$ cat config.mk
export PLATFORM = sky130hd
export DESIGN_NAME = i2c_master_bit_engine_core
export DESIGN_NICKNAME = d
export VERILOG_FILES = /design/src/sv/i2cm_pkg.sv /design/src/sv/i2c_master_bit_engine_core.sv /design/src/sv/i2cm_front.sv /design/src/sv/i2cm_engine.sv /design/src/sv/i2cm_rsp_queue.sv
export SDC_FILE = /design/constraint.sdc
export NUM_CORES = 1
export LEC_CHECK = 0
export BUFFER_PORTS_ARGS = -buffer_cell sky130_fd_sc_hd__buf_2
export CORE_MARGIN = 2
export CORE_UTILIZATION = 40
export DETAILED_ROUTE_END_ITERATION = 16
export GPL_ROUTABILITY_DRIVEN = 0
export GPL_TIMING_DRIVEN = 0
export PLACE_DENSITY = 0.56
export SLEW_MARGIN = 25
export SYNTH_ARGS = -nofsm -noshare
export SYNTH_HDL_FRONTEND = slang
export SYNTH_HIERARCHICAL = 1
export SYNTH_SLANG_ARGS = --single-unit
$ cat constraint.sdc
create_clock -name clock -period 5.1 [get_ports clock]
set_clock_uncertainty 0.05 [all_clocks]
set_input_delay 0.51 -clock clock [delete_from_list [all_inputs] [get_ports clock]]
set_output_delay 0.51 -clock clock [all_outputs]
set_load 0.02 [all_outputs]
$ cat src/sv/i2cm_pkg.sv
package i2cm_pkg;

   // operation codes carried in a request beat
   localparam logic [2:0] OP_NONE  = 3'd0;
   localparam logic [2:0] OP_START = 3'd1;
   localparam logic [2:0] OP_STOP  = 3'd2;
   localparam logic [2:0] OP_WRITE = 3'd3;
   localparam logic [2:0] OP_READ  = 3'd4;

   // register indexes of the CSR port
   localparam int unsigned CSR_INDEX_W = 1;
   localparam logic [CSR_INDEX_W-1:0] REG_LOW_TICKS  = 1'b0;
   localparam logic [CSR_INDEX_W-1:0] REG_HIGH_TICKS = 1'b1;
   localparam int unsigned CSR_DATA_W = 16;
   localparam logic [CSR_DATA_W-1:0] RESET_TICKS = 16'd10;

   // bit counts for the byte loops
   localparam logic [3:0] WRITE_CLOCKS = 4'd9;
   localparam logic [3:0] READ_BITS    = 4'd8;

   // depth of the two small queues
   localparam int unsigned QUEUE_DEPTH = 2;
   localparam int unsigned QPTR_W      = $clog2(QUEUE_DEPTH);
   localparam int unsigned QCNT_W      = $clog2(QUEUE_DEPTH + 1);

   typedef enum logic [2:0] {
      CMD_NONE,
      CMD_START,
      CMD_STOP,
      CMD_WRITE,
      CMD_READ
   } cmd_type;

   typedef enum logic [3:0] {
      PH_IDLE,
      PH_S1,
      PH_S2,
      PH_S3,
      PH_P1,
      PH_P2,
      PH_P3,
      PH_W1,
      PH_W2,
      PH_W3,
      PH_R1,
      PH_R2,
      PH_A1,
      PH_A2,
      PH_A3
   } phase_type;

   typedef struct packed {
      logic [2:0] operation;
      logic       start_read;
      logic [7:0] write_byte;
      logic       send_ack;
      logic       sda_in;
   } req_type;

   typedef struct packed {
      logic       scl_out;
      logic       sda_out;
      logic       sda_drive;
      logic       busy_res;
      logic [7:0] read_byte;
      logic       read_valid;
   } rsp_type;

   // decoded tick as it travels from the front to the engine
   typedef struct packed {
      cmd_type    cmd;
      logic       start_read;
      logic [7:0] write_byte;
      logic       send_ack;
      logic       sda_in;
   } tick_type;

endpackage

$ cat src/sv/i2c_master_bit_engine_core.sv
// A pushed tick beat waits in the front queue; its result beat waits in the result queue.
// Throughput: one tick beat per cycle while the result queue has room to take its result.
// Two-entry queues on each side let the push and pop sides stall on their own.
// Reset (synchronous, active high): engine idle, SCL and SDA driven high,
// timing registers at 10 ticks, read byte 0, both queues empty.
module i2c_master_bit_engine_core #(
   parameter int unsigned TIMER_BITS = 16
) (
   input  logic                             clock,
   input  logic                             reset,
   input  logic                             push,
   output logic                             full,
   input  i2cm_pkg::req_type                req_item,
   output logic                             empty,
   input  logic                             pop,
   output i2cm_pkg::rsp_type                rsp_item,
   input  logic                             csr_write_en,
   input  logic [i2cm_pkg::CSR_INDEX_W-1:0] csr_index,
   input  logic [i2cm_pkg::CSR_DATA_W-1:0]  csr_data
);

   // decoded tick between the front and the engine
   logic               tick_valid;
   i2cm_pkg::tick_type tick_item;
   logic               tick_take;

   // result beat between the engine and the output queue
   logic              rsp_push;
   logic              rsp_full;
   i2cm_pkg::rsp_type rsp_beat;

   // front: decode operation codes and buffer tick beats
   i2cm_front u_front (
      .clock      (clock),
      .reset      (reset),
      .push       (push),
      .full       (full),
      .req_item   (req_item),
      .tick_valid (tick_valid),
      .tick_item  (tick_item),
      .tick_take  (tick_take)
   );

   // back: bit timing state machine, steps one tick per accepted beat
   i2cm_engine #(
      .TIMER_BITS (TIMER_BITS)
   ) u_engine (
      .clock        (clock),
      .reset        (reset),
      .csr_write_en (csr_write_en),
      .csr_index    (csr_index),
      .csr_data     (csr_data),
      .tick_valid   (tick_valid),
      .tick_item    (tick_item),
      .tick_take    (tick_take),
      .rsp_full     (rsp_full),
      .rsp_push     (rsp_push),
      .rsp_beat     (rsp_beat)
   );

   // hold finished results until the consumer pops them
   i2cm_rsp_queue u_rsp_queue (
      .clock    (clock),
      .reset    (reset),
      .rsp_push (rsp_push),
      .rsp_beat (rsp_beat),
      .rsp_full (rsp_full),
      .empty    (empty),
      .pop      (pop),
      .rsp_item (rsp_item)
   );

endmodule

$ cat src/sv/i2cm_front.sv
module i2cm_front (
   input  logic               clock,
   input  logic               reset,
   input  logic               push,
   output logic               full,
   input  i2cm_pkg::req_type  req_item,
   output logic               tick_valid,
   output i2cm_pkg::tick_type tick_item,
   input  logic               tick_take
);

   i2cm_pkg::tick_type decoded;
   i2cm_pkg::tick_type slot_ff [i2cm_pkg::QUEUE_DEPTH];
   logic [i2cm_pkg::QPTR_W-1:0] wr_ptr_ff, wr_ptr_in;
   logic [i2cm_pkg::QPTR_W-1:0] rd_ptr_ff, rd_ptr_in;
   logic [i2cm_pkg::QCNT_W-1:0] count_ff, count_in;
   logic do_push;
   logic do_pop;

   // classify the operation; unknown codes act as no command
   always_comb begin
      decoded.start_read = req_item.start_read;
      decoded.write_byte = req_item.write_byte;
      decoded.send_ack   = req_item.send_ack;
      decoded.sda_in     = req_item.sda_in;
      case (req_item.operation)
         i2cm_pkg::OP_START: decoded.cmd = i2cm_pkg::CMD_START;
         i2cm_pkg::OP_STOP:  decoded.cmd = i2cm_pkg::CMD_STOP;
         i2cm_pkg::OP_WRITE: decoded.cmd = i2cm_pkg::CMD_WRITE;
         i2cm_pkg::OP_READ:  decoded.cmd = i2cm_pkg::CMD_READ;
         default:            decoded.cmd = i2cm_pkg::CMD_NONE;
      endcase
   end

   assign full       = (count_ff == i2cm_pkg::QCNT_W'(i2cm_pkg::QUEUE_DEPTH));
   assign tick_valid = (count_ff != '0);
   assign tick_item  = slot_ff[rd_ptr_ff];
   assign do_push    = push && !full;
   assign do_pop     = tick_take && tick_valid;

   always_comb begin
      wr_ptr_in = do_push ? wr_ptr_ff + 1'b1 : wr_ptr_ff;
      rd_ptr_in = do_pop ? rd_ptr_ff + 1'b1 : rd_ptr_ff;
      count_in  = count_ff;
      if (do_push && !do_pop) begin
         count_in = count_ff + 1'b1;
      end else if (do_pop && !do_push) begin
         count_in = count_ff - 1'b1;
      end
   end

   always_ff @(posedge clock) begin
      if (reset) begin
         wr_ptr_ff <= '0;
         rd_ptr_ff <= '0;
         count_ff  <= '0;
      end else begin
         wr_ptr_ff <= wr_ptr_in;
         rd_ptr_ff <= rd_ptr_in;
         count_ff  <= count_in;
      end
   end

   always_ff @(posedge clock) begin
      if (do_push) begin
         slot_ff[wr_ptr_ff] <= decoded;
      end
   end

endmodule

$ cat src/sv/i2cm_engine.sv
module i2cm_engine #(
   parameter int unsigned TIMER_BITS = 16
) (
   input  logic                                clock,
   input  logic                                reset,
   input  logic                                csr_write_en,
   input  logic [i2cm_pkg::CSR_INDEX_W-1:0]    csr_index,
   input  logic [i2cm_pkg::CSR_DATA_W-1:0]     csr_data,
   input  logic                                tick_valid,
   input  i2cm_pkg::tick_type                  tick_item,
   output logic                                tick_take,
   input  logic                                rsp_full,
   output logic                                rsp_push,
   output i2cm_pkg::rsp_type                   rsp_beat
);

   logic [i2cm_pkg::CSR_DATA_W-1:0] low_ff, high_ff;

   i2cm_pkg::phase_type phase_ff, phase_in;
   logic [TIMER_BITS-1:0] wait_ff, wait_in;
   logic [3:0] bit_ff, bit_in, bit_next;
   logic [7:0] shift_ff, shift_in;
   logic       addr_pend_ff, addr_pend_in;
   logic       read_flag_ff, read_flag_in;
   logic       scl_ff, scl_in;
   logic       sda_lvl_ff, sda_lvl_in;
   logic       drive_ff, drive_in;
   logic [7:0] held_ff, held_in;
   logic       valid_in;

   logic [TIMER_BITS-1:0] low_wait, high_wait, half_wait;
   logic at_idle;
   logic counting;
   logic step;

   always_ff @(posedge clock) begin
      if (reset) begin
         low_ff  <= i2cm_pkg::RESET_TICKS;
         high_ff <= i2cm_pkg::RESET_TICKS;
      end else if (csr_write_en) begin
         case (csr_index)
            i2cm_pkg::REG_LOW_TICKS:  low_ff  <= csr_data;
            i2cm_pkg::REG_HIGH_TICKS: high_ff <= csr_data;
            default: ;
         endcase
      end
   end

   assign low_wait  = TIMER_BITS'(low_ff);
   assign high_wait = TIMER_BITS'(high_ff);
   assign half_wait = TIMER_BITS'(low_ff >> 1);

   assign at_idle  = (phase_ff == i2cm_pkg::PH_IDLE);
   assign counting = (wait_ff > TIMER_BITS'(1));
   assign bit_next = bit_ff + 4'd1;

   // advance one tick whenever a tick is queued and the result has room
   assign step      = tick_valid && !rsp_full;
   assign tick_take = step;
   assign rsp_push  = step;

   // next state and wait load
   always_comb begin
      phase_in = phase_ff;
      wait_in  = wait_ff;
      if (at_idle) begin
         case (tick_item.cmd)
            i2cm_pkg::CMD_START: begin
               phase_in = i2cm_pkg::PH_S1;
               wait_in  = low_wait;
            end
            i2cm_pkg::CMD_STOP: begin
               phase_in = i2cm_pkg::PH_P1;
               wait_in  = half_wait;
            end
            i2cm_pkg::CMD_WRITE: begin
               phase_in = i2cm_pkg::PH_W1;
               wait_in  = half_wait;
            end
            i2cm_pkg::CMD_READ: begin
               phase_in = i2cm_pkg::PH_R1;
               wait_in  = low_wait;
            end
            default: ;
         endcase
      end else if (counting) begin
         wait_in = wait_ff - TIMER_BITS'(1);
      end else begin
         wait_in = '0;
         case (phase_ff)
            i2cm_pkg::PH_S1: begin phase_in = i2cm_pkg::PH_S2; wait_in = high_wait; end
            i2cm_pkg::PH_S2: begin phase_in = i2cm_pkg::PH_S3; wait_in = high_wait; end
            i2cm_pkg::PH_P1: begin phase_in = i2cm_pkg::PH_P2; wait_in = half_wait; end
            i2cm_pkg::PH_P2: begin phase_in = i2cm_pkg::PH_P3; wait_in = high_wait; end
            i2cm_pkg::PH_W1: begin phase_in = i2cm_pkg::PH_W2; wait_in = half_wait; end
            i2cm_pkg::PH_W2: begin phase_in = i2cm_pkg::PH_W3; wait_in = high_wait; end
            i2cm_pkg::PH_W3: begin
               if (bit_next >= i2cm_pkg::WRITE_CLOCKS) begin
                  phase_in = i2cm_pkg::PH_IDLE;
               end else begin
                  phase_in = i2cm_pkg::PH_W1;
                  wait_in  = half_wait;
               end
            end
            i2cm_pkg::PH_R1: begin phase_in = i2cm_pkg::PH_R2; wait_in = high_wait; end
            i2cm_pkg::PH_R2: begin
               if (bit_next >= i2cm_pkg::READ_BITS) begin
                  phase_in = i2cm_pkg::PH_A1;
                  wait_in  = half_wait;
               end else begin
                  phase_in = i2cm_pkg::PH_R1;
                  wait_in  = low_wait;
               end
            end
            i2cm_pkg::PH_A1: begin phase_in = i2cm_pkg::PH_A2; wait_in = half_wait; end
            i2cm_pkg::PH_A2: begin phase_in = i2cm_pkg::PH_A3; wait_in = high_wait; end
            default: phase_in = i2cm_pkg::PH_IDLE;
         endcase
      end
   end

   // pin levels and byte datapath
   always_comb begin
      bit_in       = bit_ff;
      shift_in     = shift_ff;
      addr_pend_in = addr_pend_ff;
      read_flag_in = read_flag_ff;
      scl_in       = scl_ff;
      sda_lvl_in   = sda_lvl_ff;
      drive_in     = drive_ff;
      held_in      = held_ff;
      valid_in     = 1'b0;
      if (at_idle) begin
         case (tick_item.cmd)
            i2cm_pkg::CMD_START: begin
               addr_pend_in = 1'b1;
               read_flag_in = tick_item.start_read;
            end
            i2cm_pkg::CMD_WRITE: begin
               bit_in = '0;
               if (addr_pend_ff) begin
                  shift_in     = {tick_item.write_byte[6:0], read_flag_ff};
                  addr_pend_in = 1'b0;
                  read_flag_in = 1'b0;
               end else begin
                  shift_in = tick_item.write_byte;
               end
            end
            i2cm_pkg::CMD_READ: begin
               drive_in   = 1'b0;
               sda_lvl_in = !tick_item.send_ack;
               shift_in   = '0;
               bit_in     = '0;
            end
            default: ;
         endcase
      end else if (!counting) begin
         case (phase_ff)
            i2cm_pkg::PH_S1, i2cm_pkg::PH_P2, i2cm_pkg::PH_W2,
            i2cm_pkg::PH_R1, i2cm_pkg::PH_A2: scl_in = 1'b1;
            i2cm_pkg::PH_S2, i2cm_pkg::PH_P1: sda_lvl_in = 1'b0;
            i2cm_pkg::PH_S3: scl_in = 1'b0;
            i2cm_pkg::PH_P3: sda_lvl_in = 1'b1;
            i2cm_pkg::PH_W1: sda_lvl_in = shift_ff[7];
            i2cm_pkg::PH_W3: begin
               scl_in   = 1'b0;
               shift_in = {shift_ff[6:0], 1'b0};
               bit_in   = bit_next;
            end
            i2cm_pkg::PH_R2: begin
               scl_in   = 1'b0;
               shift_in = {shift_ff[6:0], tick_item.sda_in};
               bit_in   = bit_next;
            end
            i2cm_pkg::PH_A1: drive_in = 1'b1;
            i2cm_pkg::PH_A3: begin
               scl_in   = 1'b0;
               held_in  = shift_ff;
               valid_in = 1'b1;
            end
            default: ;
         endcase
      end
   end

   always_comb begin
      rsp_beat.scl_out    = scl_in;
      rsp_beat.sda_out    = drive_in ? sda_lvl_in : 1'b1;
      rsp_beat.sda_drive  = drive_in;
      rsp_beat.busy_res   = (phase_in != i2cm_pkg::PH_IDLE);
      rsp_beat.read_byte  = held_in;
      rsp_beat.read_valid = valid_in;
   end

   always_ff @(posedge clock) begin
      if (reset) begin
         phase_ff     <= i2cm_pkg::PH_IDLE;
         wait_ff      <= '0;
         bit_ff       <= '0;
         shift_ff     <= '0;
         addr_pend_ff <= 1'b0;
         read_flag_ff <= 1'b0;
         scl_ff       <= 1'b1;
         sda_lvl_ff   <= 1'b1;
         drive_ff     <= 1'b1;
         held_ff      <= '0;
      end else if (step) begin
         phase_ff     <= phase_in;
         wait_ff      <= wait_in;
         bit_ff       <= bit_in;
         shift_ff     <= shift_in;
         addr_pend_ff <= addr_pend_in;
         read_flag_ff <= read_flag_in;
         scl_ff       <= scl_in;
         sda_lvl_ff   <= sda_lvl_in;
         drive_ff     <= drive_in;
         held_ff      <= held_in;
      end
   end

   a_idle_no_wait: assert property (@(posedge clock) disable iff (reset)
      phase_ff == i2cm_pkg::PH_IDLE |-> wait_ff == '0)
      else $error("wait count left over in idle");

   a_released_high: assert property (@(posedge clock) disable iff (reset)
      step |-> (rsp_beat.sda_drive || rsp_beat.sda_out))
      else $error("released SDA reported low");

   a_valid_ends_read: assert property (@(posedge clock) disable iff (reset)
      step && rsp_beat.read_valid |-> phase_ff == i2cm_pkg::PH_A3 && !rsp_beat.busy_res)
      else $error("read_valid outside read completion");

   a_hold_on_stall: assert property (@(posedge clock) disable iff (reset)
      !step |=> $stable(phase_ff) && $stable(wait_ff))
      else $error("engine moved without a tick");

endmodule

$ cat src/sv/i2cm_rsp_queue.sv
module i2cm_rsp_queue (
   input  logic              clock,
   input  logic              reset,
   input  logic              rsp_push,
   input  i2cm_pkg::rsp_type rsp_beat,
   output logic              rsp_full,
   output logic              empty,
   input  logic              pop,
   output i2cm_pkg::rsp_type rsp_item
);

   i2cm_pkg::rsp_type slot_ff [i2cm_pkg::QUEUE_DEPTH];
   logic [i2cm_pkg::QPTR_W-1:0] wr_ptr_ff, wr_ptr_in;
   logic [i2cm_pkg::QPTR_W-1:0] rd_ptr_ff, rd_ptr_in;
   logic [i2cm_pkg::QCNT_W-1:0] count_ff, count_in;
   logic do_push;
   logic do_pop;

   assign rsp_full = (count_ff == i2cm_pkg::QCNT_W'(i2cm_pkg::QUEUE_DEPTH));
   assign empty    = (count_ff == '0);
   assign rsp_item = slot_ff[rd_ptr_ff];
   assign do_push  = rsp_push && !rsp_full;
   assign do_pop   = pop && !empty;

   always_comb begin
      wr_ptr_in = do_push ? wr_ptr_ff + 1'b1 : wr_ptr_ff;
      rd_ptr_in = do_pop ? rd_ptr_ff + 1'b1 : rd_ptr_ff;
      count_in  = count_ff;
      if (do_push && !do_pop) begin
         count_in = count_ff + 1'b1;
      end else if (do_pop && !do_push) begin
         count_in = count_ff - 1'b1;
      end
   end

   always_ff @(posedge clock) begin
      if (reset) begin
         wr_ptr_ff <= '0;
         rd_ptr_ff <= '0;
         count_ff  <= '0;
      end else begin
         wr_ptr_ff <= wr_ptr_in;
         rd_ptr_ff <= rd_ptr_in;
         count_ff  <= count_in;
      end
   end

   always_ff @(posedge clock) begin
      if (do_push) begin
         slot_ff[wr_ptr_ff] <= rsp_beat;
      end
   end

endmodule
==> results of run 1 <==
## per-stage QoR
stage                     hold slack [ns]  instances  util, %
final                              0.2149       1087    47.64
after global routing               0.2041       1087    47.64
after CTS                          0.1999       1087    47.59
after detailed placement           0.3947       1055    44.13
after global placement             0.3874       1055    44.13
after floorplan                    0.3784        780        -
## synth_stat cells (10+ instances only)
master and instances:
a211oi_1 24, a21oi_1 69, a22o_1 12, buf_2 10, clkbuf_1 29, dfxtp_1 87, edfxtp_1 54, inv_1 13
mux2_2 28, mux2i_1 24, nand2_1 139, nor2_1 71, nor3_1 14, o21ai_0 41, xor2_1 13
## metal layers
metal,vias to the layer above,GRT usage [%],routed length (um)
met1,2862,30.52,9275
met2,228,30.46,8060
met4,0,8.591,476
met3,38,5.298,1217
met5,-,0,0
li1,2956,-,-
## cell usage in the layout, fill, tap and decap left out, types with 7 or more instances in the layout
cell type / Yosys / layout
mux2_2: 28 / 28
nor3_1: 14 / 14
nand3_1: 8 / 8
o21ai_0: 41 / 41
xor2_1: 13 / 13
buf_2: 10 / 60
and2_1: 8 / 8
clkbuf_16: 0 / 18
nand2b_1: 7 / 7
nand2_1: 139 / 139
xnor2_1: 7 / 7
inv_1: 13 / 13
a22o_1: 12 / 12
clkbuf_1: 29 / 31
a211oi_1: 24 / 24
edfxtp_1: 54 / 54
nor2_1: 71 / 71
or3_1: 7 / 7
mux2i_1: 24 / 24
dfxtp_1: 87 / 87
a21oi_1: 69 / 69
## sequential cells by signal, indices dropped and copies added (netlist names), 2 cells and up, named ones only
| name | count |
|---|---|
| u_front/slot_ff | 28 |
| u_rsp_queue/slot_ff | 26 |
| u_engine/high_ff | 16 |
| u_engine/low_ff | 16 |
| u_engine/wait_ff | 16 |
| u_engine/held_ff | 8 |
| u_engine/shift_ff | 8 |
| u_engine/bit_ff | 4 |
| u_engine/phase_ff | 4 |
| u_front/count_ff | 2 |
| u_rsp_queue/count_ff | 2 |
## power breakdown
| part | internal, mW | switching, mW |
|---|---|---|
| Clock | 0.769 | 0.491 |
| Sequential | 1.41 | 0.161 |
| Combinational | 0.787 | 1.39 |
| Total | 2.96 | 2.05 |
## cells by family (layout without fill, tap and decap cells)
group / Yosys count / after routing / share of synthesized area, %
mux: 52 / 52 / 7.794
buf+inv: 61 / 143 / 3.598
simple gates: 295 / 295 / 19.13
fa+ha+maj: 6 / 6 / 1.053
xor+xnor: 20 / 20 / 2.457
compound gates: 205 / 205 / 18.78
flops: 141 / 141 / 47.18
## worst max-delay path: stages, from the launching register on
cell and delay (ns):
dfxtp_1 0.43, buf_2 0.31, mux2_2 0.42, nor2_1 0.13, xor2_1 0.19, a21oi_1 0.54, clkbuf_1 0.36, clkbuf_1 0.46
o2111ai_1 0.17, o21ai_0 0.17
## how the worst max path moves through the flow
| stage | start | endpoint | depth (start not counted) |
|---|---|---|---|
| after CTS | flop | u_engine/wait_ff[6] | 9 |
| final | flop | u_engine/wait_ff[6] | 9 |
| after floorplan | flop | u_engine/wait_ff[14] | 8 |
| after global routing | flop | u_engine/wait_ff[6] | 9 |
| after global placement | flop | u_engine/wait_ff[6] | 9 |
| after detailed placement | flop | u_engine/wait_ff[6] | 9 |
## cell type report
class,instances,area (um2),share of cell area (%)
timing repair buffer,50,250.2,3.027
clock buffer,21,471.7,5.705
tap,225,281.5,3.405
multi-input combinational,578,3516,42.52
inverter,14,52.55,0.6356
sequential,141,3363,40.68
buffer,47,203.9,2.467
clock inverter,11,128.9,1.559
==> summary.txt, run 1 <==
Cells and area
  • Layout fillers: 1658
  • P&R area growth vs syn: 15.99%
  • Final Net Count: 891
  • Share of cells above drive strength 1: 16.24%
  • Antenna diode count: 0
  • Final Instance Area: 8268 um2

Placed design
  • Port Buffers: 50
  • Post-DP HPWL: 13860 um
  • Pre-CTS setup slack: 1.891 ns
  • Post-DP Area: 7660 um2

STA
  • Unrepaired setup endpoints after global routing: false
  • Max Fclk: 302.5 MHz
  • Endpoints failing hold: 0
  • Setup violators final: 0
  • Tmin final: 3.306 ns
  • Worst slew pin tran: 0.9432 ns
  • Relative slew slack: 36.64%
  • Period utilisation layout: 64.83%
  • Final Worst Setup Slack: 1.794 ns
  • Slew Limit Fails: 0
  • Setup_tns: 0 ns

Logic synthesis
  • Number of flops mapped to enable cells by yosys: 54
  • Average size of a mapped cell: 9.139 um2
  • Sequential share of the synthesized area: 47.18%
  • Syn. warnings: 6
  • Syn Std Cell Area: 7128 um2
  • Post-Syn Instances: 780
  • Synth top area cells: dfxtp_1 (24%), edfxtp_1 (23%), nand2_1 (7.3%)
  • Post-synth ARST share: 0%
  • Synth top area share: 24.43%
  • Synth area leader: dfxtp_1
  • Syn_nets: 822
  • Post-synth cell types: 71
  • Top FF cell, synth: dfxtp_1
  • Yosys reg bits: 141

Global routing
  • Vias in the first global route: 5782
  • GRT overflow: 0
  • First-pass GRT wire length: 30770 um
  • Largest net degree at the start of global routing: 17
  • Gr usage total: 21.26%
  • Initial antenna violation count: 0

Clock network
  • Clock buffer depth: 2
  • Post-cts gate resize count: 0
  • Hold-fix buffers at CTS: 0
  • Worst-skew pair later-pin latency: 0.43 ns
  • H-Tree Depth: 4
  • TritonCTS buffer count: 17
  • CTS tree: yes
  • Clock transition at path regs: 0.06 ns
  • Postcts setup bufs: 0
  • CTS root buffer: clkbuf_16
  • CTS Sinks: 141

Hold path
  • Hold worst-path end: u_front/slot_ff[1][8]
  • HP Start: req_item[8]
  • Hold depth: 1
  • Class of the worst hold path: input pin to flop

Floorplanning
  • Starting density of the core: 41.07%
  • Core box area: 17360 um2
  • Io pins: 51
  • Rows: 48
  • Die ar.: 18900 um2
  • Die Wd: 137.5 um
  • Die Span Y: 137.5 um

Critical path
  • Reg2reg path depth: 9
  • Worst r2r dst: u_engine/wait_ff[6]
  • CP max FO: 10
  • R2R setup slack: 1.79 ns
  • Worst setup SP type: flop
  • Crit path kind: flop to flop
  • Crit path required time: 5.40 ns
  • Arr. time, crit path: 3.60 ns
  • Critical path endpoint category: flop

Detailed routing
  • Drt pass-1 iters: 7
  • Final WL: 19030 um
  • DR WL/cell: 17.51 um
  • DRC: 0
  • First-iteration detailed-routing DRC count: 487
  • DR vias/cell: 5.597
  • Vias: 6084
  • ANT nets after route: 0

Pwr
  • Worst VDD drop: 0.0002831 V
  • Power Density: 606.0 nW/um2
  • Lkg Pwr: 2.955 nW
  • Power Total: 5.011 mW

Run status
  • Status: finished clean

Job
  • Total of max-cap violations: 0
Note: power is estimated with default switching activity, not from simulation.
==> run 2, diff against run 1 <==
ABC_AREA = 1   (was unset)
PLACE_DENSITY = 0.58   (was 0.56)
clock period = 2.8 ns   (was 5.1 ns; I/O delays follow)
==> summary.txt, run 2 <==
Global routing
  • Vias in the first global route: 6011 (+4.0%)
  • First-pass GRT wire length: 31020 um (+0.81%)
  • Gr usage total: 20.16% (-1.1 points)
  • Largest net degree at the start of global routing: 17 (unchanged)
  • GRT overflow: 0 (unchanged)
  • Initial antenna violation count: 0 (unchanged)

Cells and area
  • Largest regs: u_front/slot_ff: 28 flops, u_rsp_queue/slot_ff: 26 flops
  • Final Net Count: 1059 (+19%)
  • Final Util: 47.66% (about the same)
  • Share of cells above drive strength 1: 14.76% (-1.5 points)
  • Largest register FFs: 28 (unchanged)
  • Final Instance Area: 8532 um2 (+3.2%)
  • P&R area growth vs syn: 16.94%
  • Commonest non-fill, non-tap cell in the layout: nand2_1
  • Largest reg by FF count: u_front/slot_ff
  • Antenna diode count: 0 (unchanged)
  • Most frequent cells in the layout: nand2_1 (181), nor2_1 (113), o21ai_0 (106)
  • Final std cells w/o fill: 1259 (+16%)

Pwr
  • P_int: 5.768 mW (+95%)
  • Comb power frac: 50.3% (+6.8 points)
  • Worst VDD drop: 0.0006393 V (+130%)
  • Power Total: 10.66 mW (+110%)
  • Psw: 4.889 mW (+140%)
  • Power Density: 1249 nW/um2 (+110%)
  • Sw Ratio: 45.88% (+5.0 points)
  • Clock share of power: 20.1% (-5.1 points)
  • Reg power frac: 29.7% (-1.6 points)
  • Lkg Pwr: 3.626 nW (+23%)

Hold path
  • Class of the worst hold path: input pin to flop

Logic synthesis
  • Synth top area cells: dfxtp_1 (24%), edfxtp_1 (22%), nand2_1 (9.3%)
  • Syn_nets: 978 (+19%)
  • Syn. warnings: 6 (unchanged)
  • Post-synth ARST share: 0% (unchanged)
  • Sequential share of the synthesized area: 46.10% (-1.1 points)
  • Most frequent cells after synthesis: nand2_1 (181), nor2_1 (117), o21ai_0 (106)
  • Syn Std Cell Area: 7296 um2 (+2.4%)
  • Top FF cell, synth: dfxtp_1
  • Yosys reg bits: 141 (unchanged)
  • Post-Syn Instances: 936 (+20%)
  • Post-synth cell types: 44 (-38%)
  • Top-count cell post-synth: nand2_1
  • Synth top area share: 23.87% (-0.56 points)
  • Number of flops mapped to enable cells by yosys: 54 (unchanged)
  • Average size of a mapped cell: 7.795 um2 (-15%)
  • Synth area leader: dfxtp_1

STA
  • Endpoints failing hold: 0 (unchanged)
  • Final Worst Setup Slack: 0.1988 ns (-1.595 ns)
  • Unrepaired setup endpoints after global routing: false
  • Max Fclk: 384.4 MHz (+27%)
  • Period utilisation layout: 92.90% (+28 points)
  • Setup violators final: 0 (unchanged)
  • Setup_tns: 0 ns (unchanged)
  • Fin Hold WS: 0.03667 ns (-0.1782 ns)
  • Worst slew pin tran: 0.7674 ns (-0.1758 ns)
  • Slew Limit Fails: 0 (unchanged)
  • Relative slew slack: 48.79% (+12 points)
  • Tmin final: 2.601 ns (-0.7051 ns)

Clock network
  • Clock buffer depth: 2 (unchanged)
  • Clock transition at path regs: 0.06 ns (about the same)
  • Worst-skew pair later-pin latency: 0.43 ns (about the same)
  • H-Tree Depth: 4 (unchanged)
  • TritonCTS buffer count: 17 (unchanged)
  • CTS tree: yes
  • CTS Sinks: 141 (unchanged)
  • CTS root buffer: clkbuf_16

Detailed routing
  • Drt pass-1 iters: 5 (-2)
  • Vias: 6404 (+5.3%)
  • DRC: 0 (unchanged)
  • DR vias/cell: 5.087 (-9.1%)
  • Final WL: 18970 um (-0.30%)
  • ANT nets after route: 0 (unchanged)
  • DR WL/cell: 15.07 um (-14%)
  • First-iteration detailed-routing DRC count: 587 (+21%)

Floorplanning
  • Core box area: 17900 um2 (+3.1%)
  • Die ar.: 19340 um2 (+2.3%)
  • Rows: 49 (+2.1%)
  • Io pins: 51 (unchanged)
  • Die Span Y: 139.1 um (+1.1%)
  • Die Wd: 139.1 um (+1.1%)
  • Starting density of the core: 40.75% (-0.31 points)

Critical path
  • Most frequent CP cell: a21oi_1
  • CP peak stage delay: 0.46 ns (-0.08 ns)
  • Arr. time, crit path: 2.86 ns (-0.74 ns)
  • CP max FO: 10 (unchanged)
  • CP max-delay cell: dfxtp_1
  • Crit path kind: flop to flop
  • Critical path endpoint category: flop
  • Buf/Inv on CP: 2 (-1)
  • CP top delay family: buffers and inverters
  • Crit path required time: 3.05 ns (-2.35 ns)
  • Cell Chain, Critical Path: buf_6 -> mux2_2 -> nand2_1 -> nor2_1 -> nor2_2 -> clkbuf_1 -> o21ai_0 -> a21oi_1 -> a21oi_1
  • Worst setup SP type: flop

Placed design
  • Port Buffers: 50 (unchanged)
  • Pre-CTS setup slack: -0.03294 ns (-1.924 ns)
  • Post-DP HPWL: 13950 um (+0.67%)
  • Placed Cells: 1215 (+15%)
  • Post-DP Area: 7843 um2 (+2.4%)

Run status
  • Status: finished clean

Job
  • Total of max-cap violations: 0 (unchanged)
[run 2: tightest hold or removal path, cell delays in order]
cell     delay (ns)
buf_2          0.09
nand2_1        0.05
nand3_1        0.06
[run 2: path summary, 6_finish.rpt]
kind,end,start,depth (start not counted),slack (ns)
setup / recovery,u_engine/wait_ff[12],flop,9,0.20
hold / removal,u_engine/high_ff[3],csr_data[3],3,0.04
setup reg to reg,u_engine/wait_ff[12],flop,9,0.20
hold reg to reg,u_engine/read_flag_ff,u_engine/read_flag_ff,2,0.42
[run 2: routing by layer]
metal,global-route usage [%],part of all wire (%)
met3,3.384,5.5
met1,29.26,50
met2,30.08,43
met4,7.868,1.8
met5,0,0
[run 2: area by class of cell]
type | instances | area, um2
buffer | 35 | 201.4
clock buffer | 18 | 429.2
clock inverter | 14 | 128.9
fill | 1798 | 9370
inverter | 106 | 400.4
multi-input combinational | 654 | 3352
sequential | 141 | 3363
tap | 229 | 286.5
timing repair buffer | 62 | 370.4
[run 2: timing repair]
| item | 4_1_cts | 5_1_grt |
|---|---|---|
| endpoints found under the setup margin | 26 | 30 |
| resized for setup | 2 | 2 |
| hold buffers | 12 | 0 |
| hold endpoints to repair | 23 | 0 |
| setup buffers | 0 | 0 |
[run 2: cell families after synthesis]
logic type | after synthesis | share of synthesized area [%]
buffers and inverters | 141 | 8.232
muxes | 27 | 4.167
and+or+nand+nor | 381 | 22.21
AOI/OAI and AO/OA | 228 | 16.82
DFF | 141 | 46.10
adders and majority gates | 6 | 1.029
xor gates and xnor gates | 12 | 1.441
[run 2: power groups by stage]
stage               clock network (mW)  logic [mW]  registers, mW
detailed placement                   0        5.25           3.20
finish                            2.14        5.36           3.16
global placement                     0        5.21           3.19
global route                      2.28        6.01           3.23
CTS                               2.19        5.32           3.16
floorplan                            0        3.96           3.10
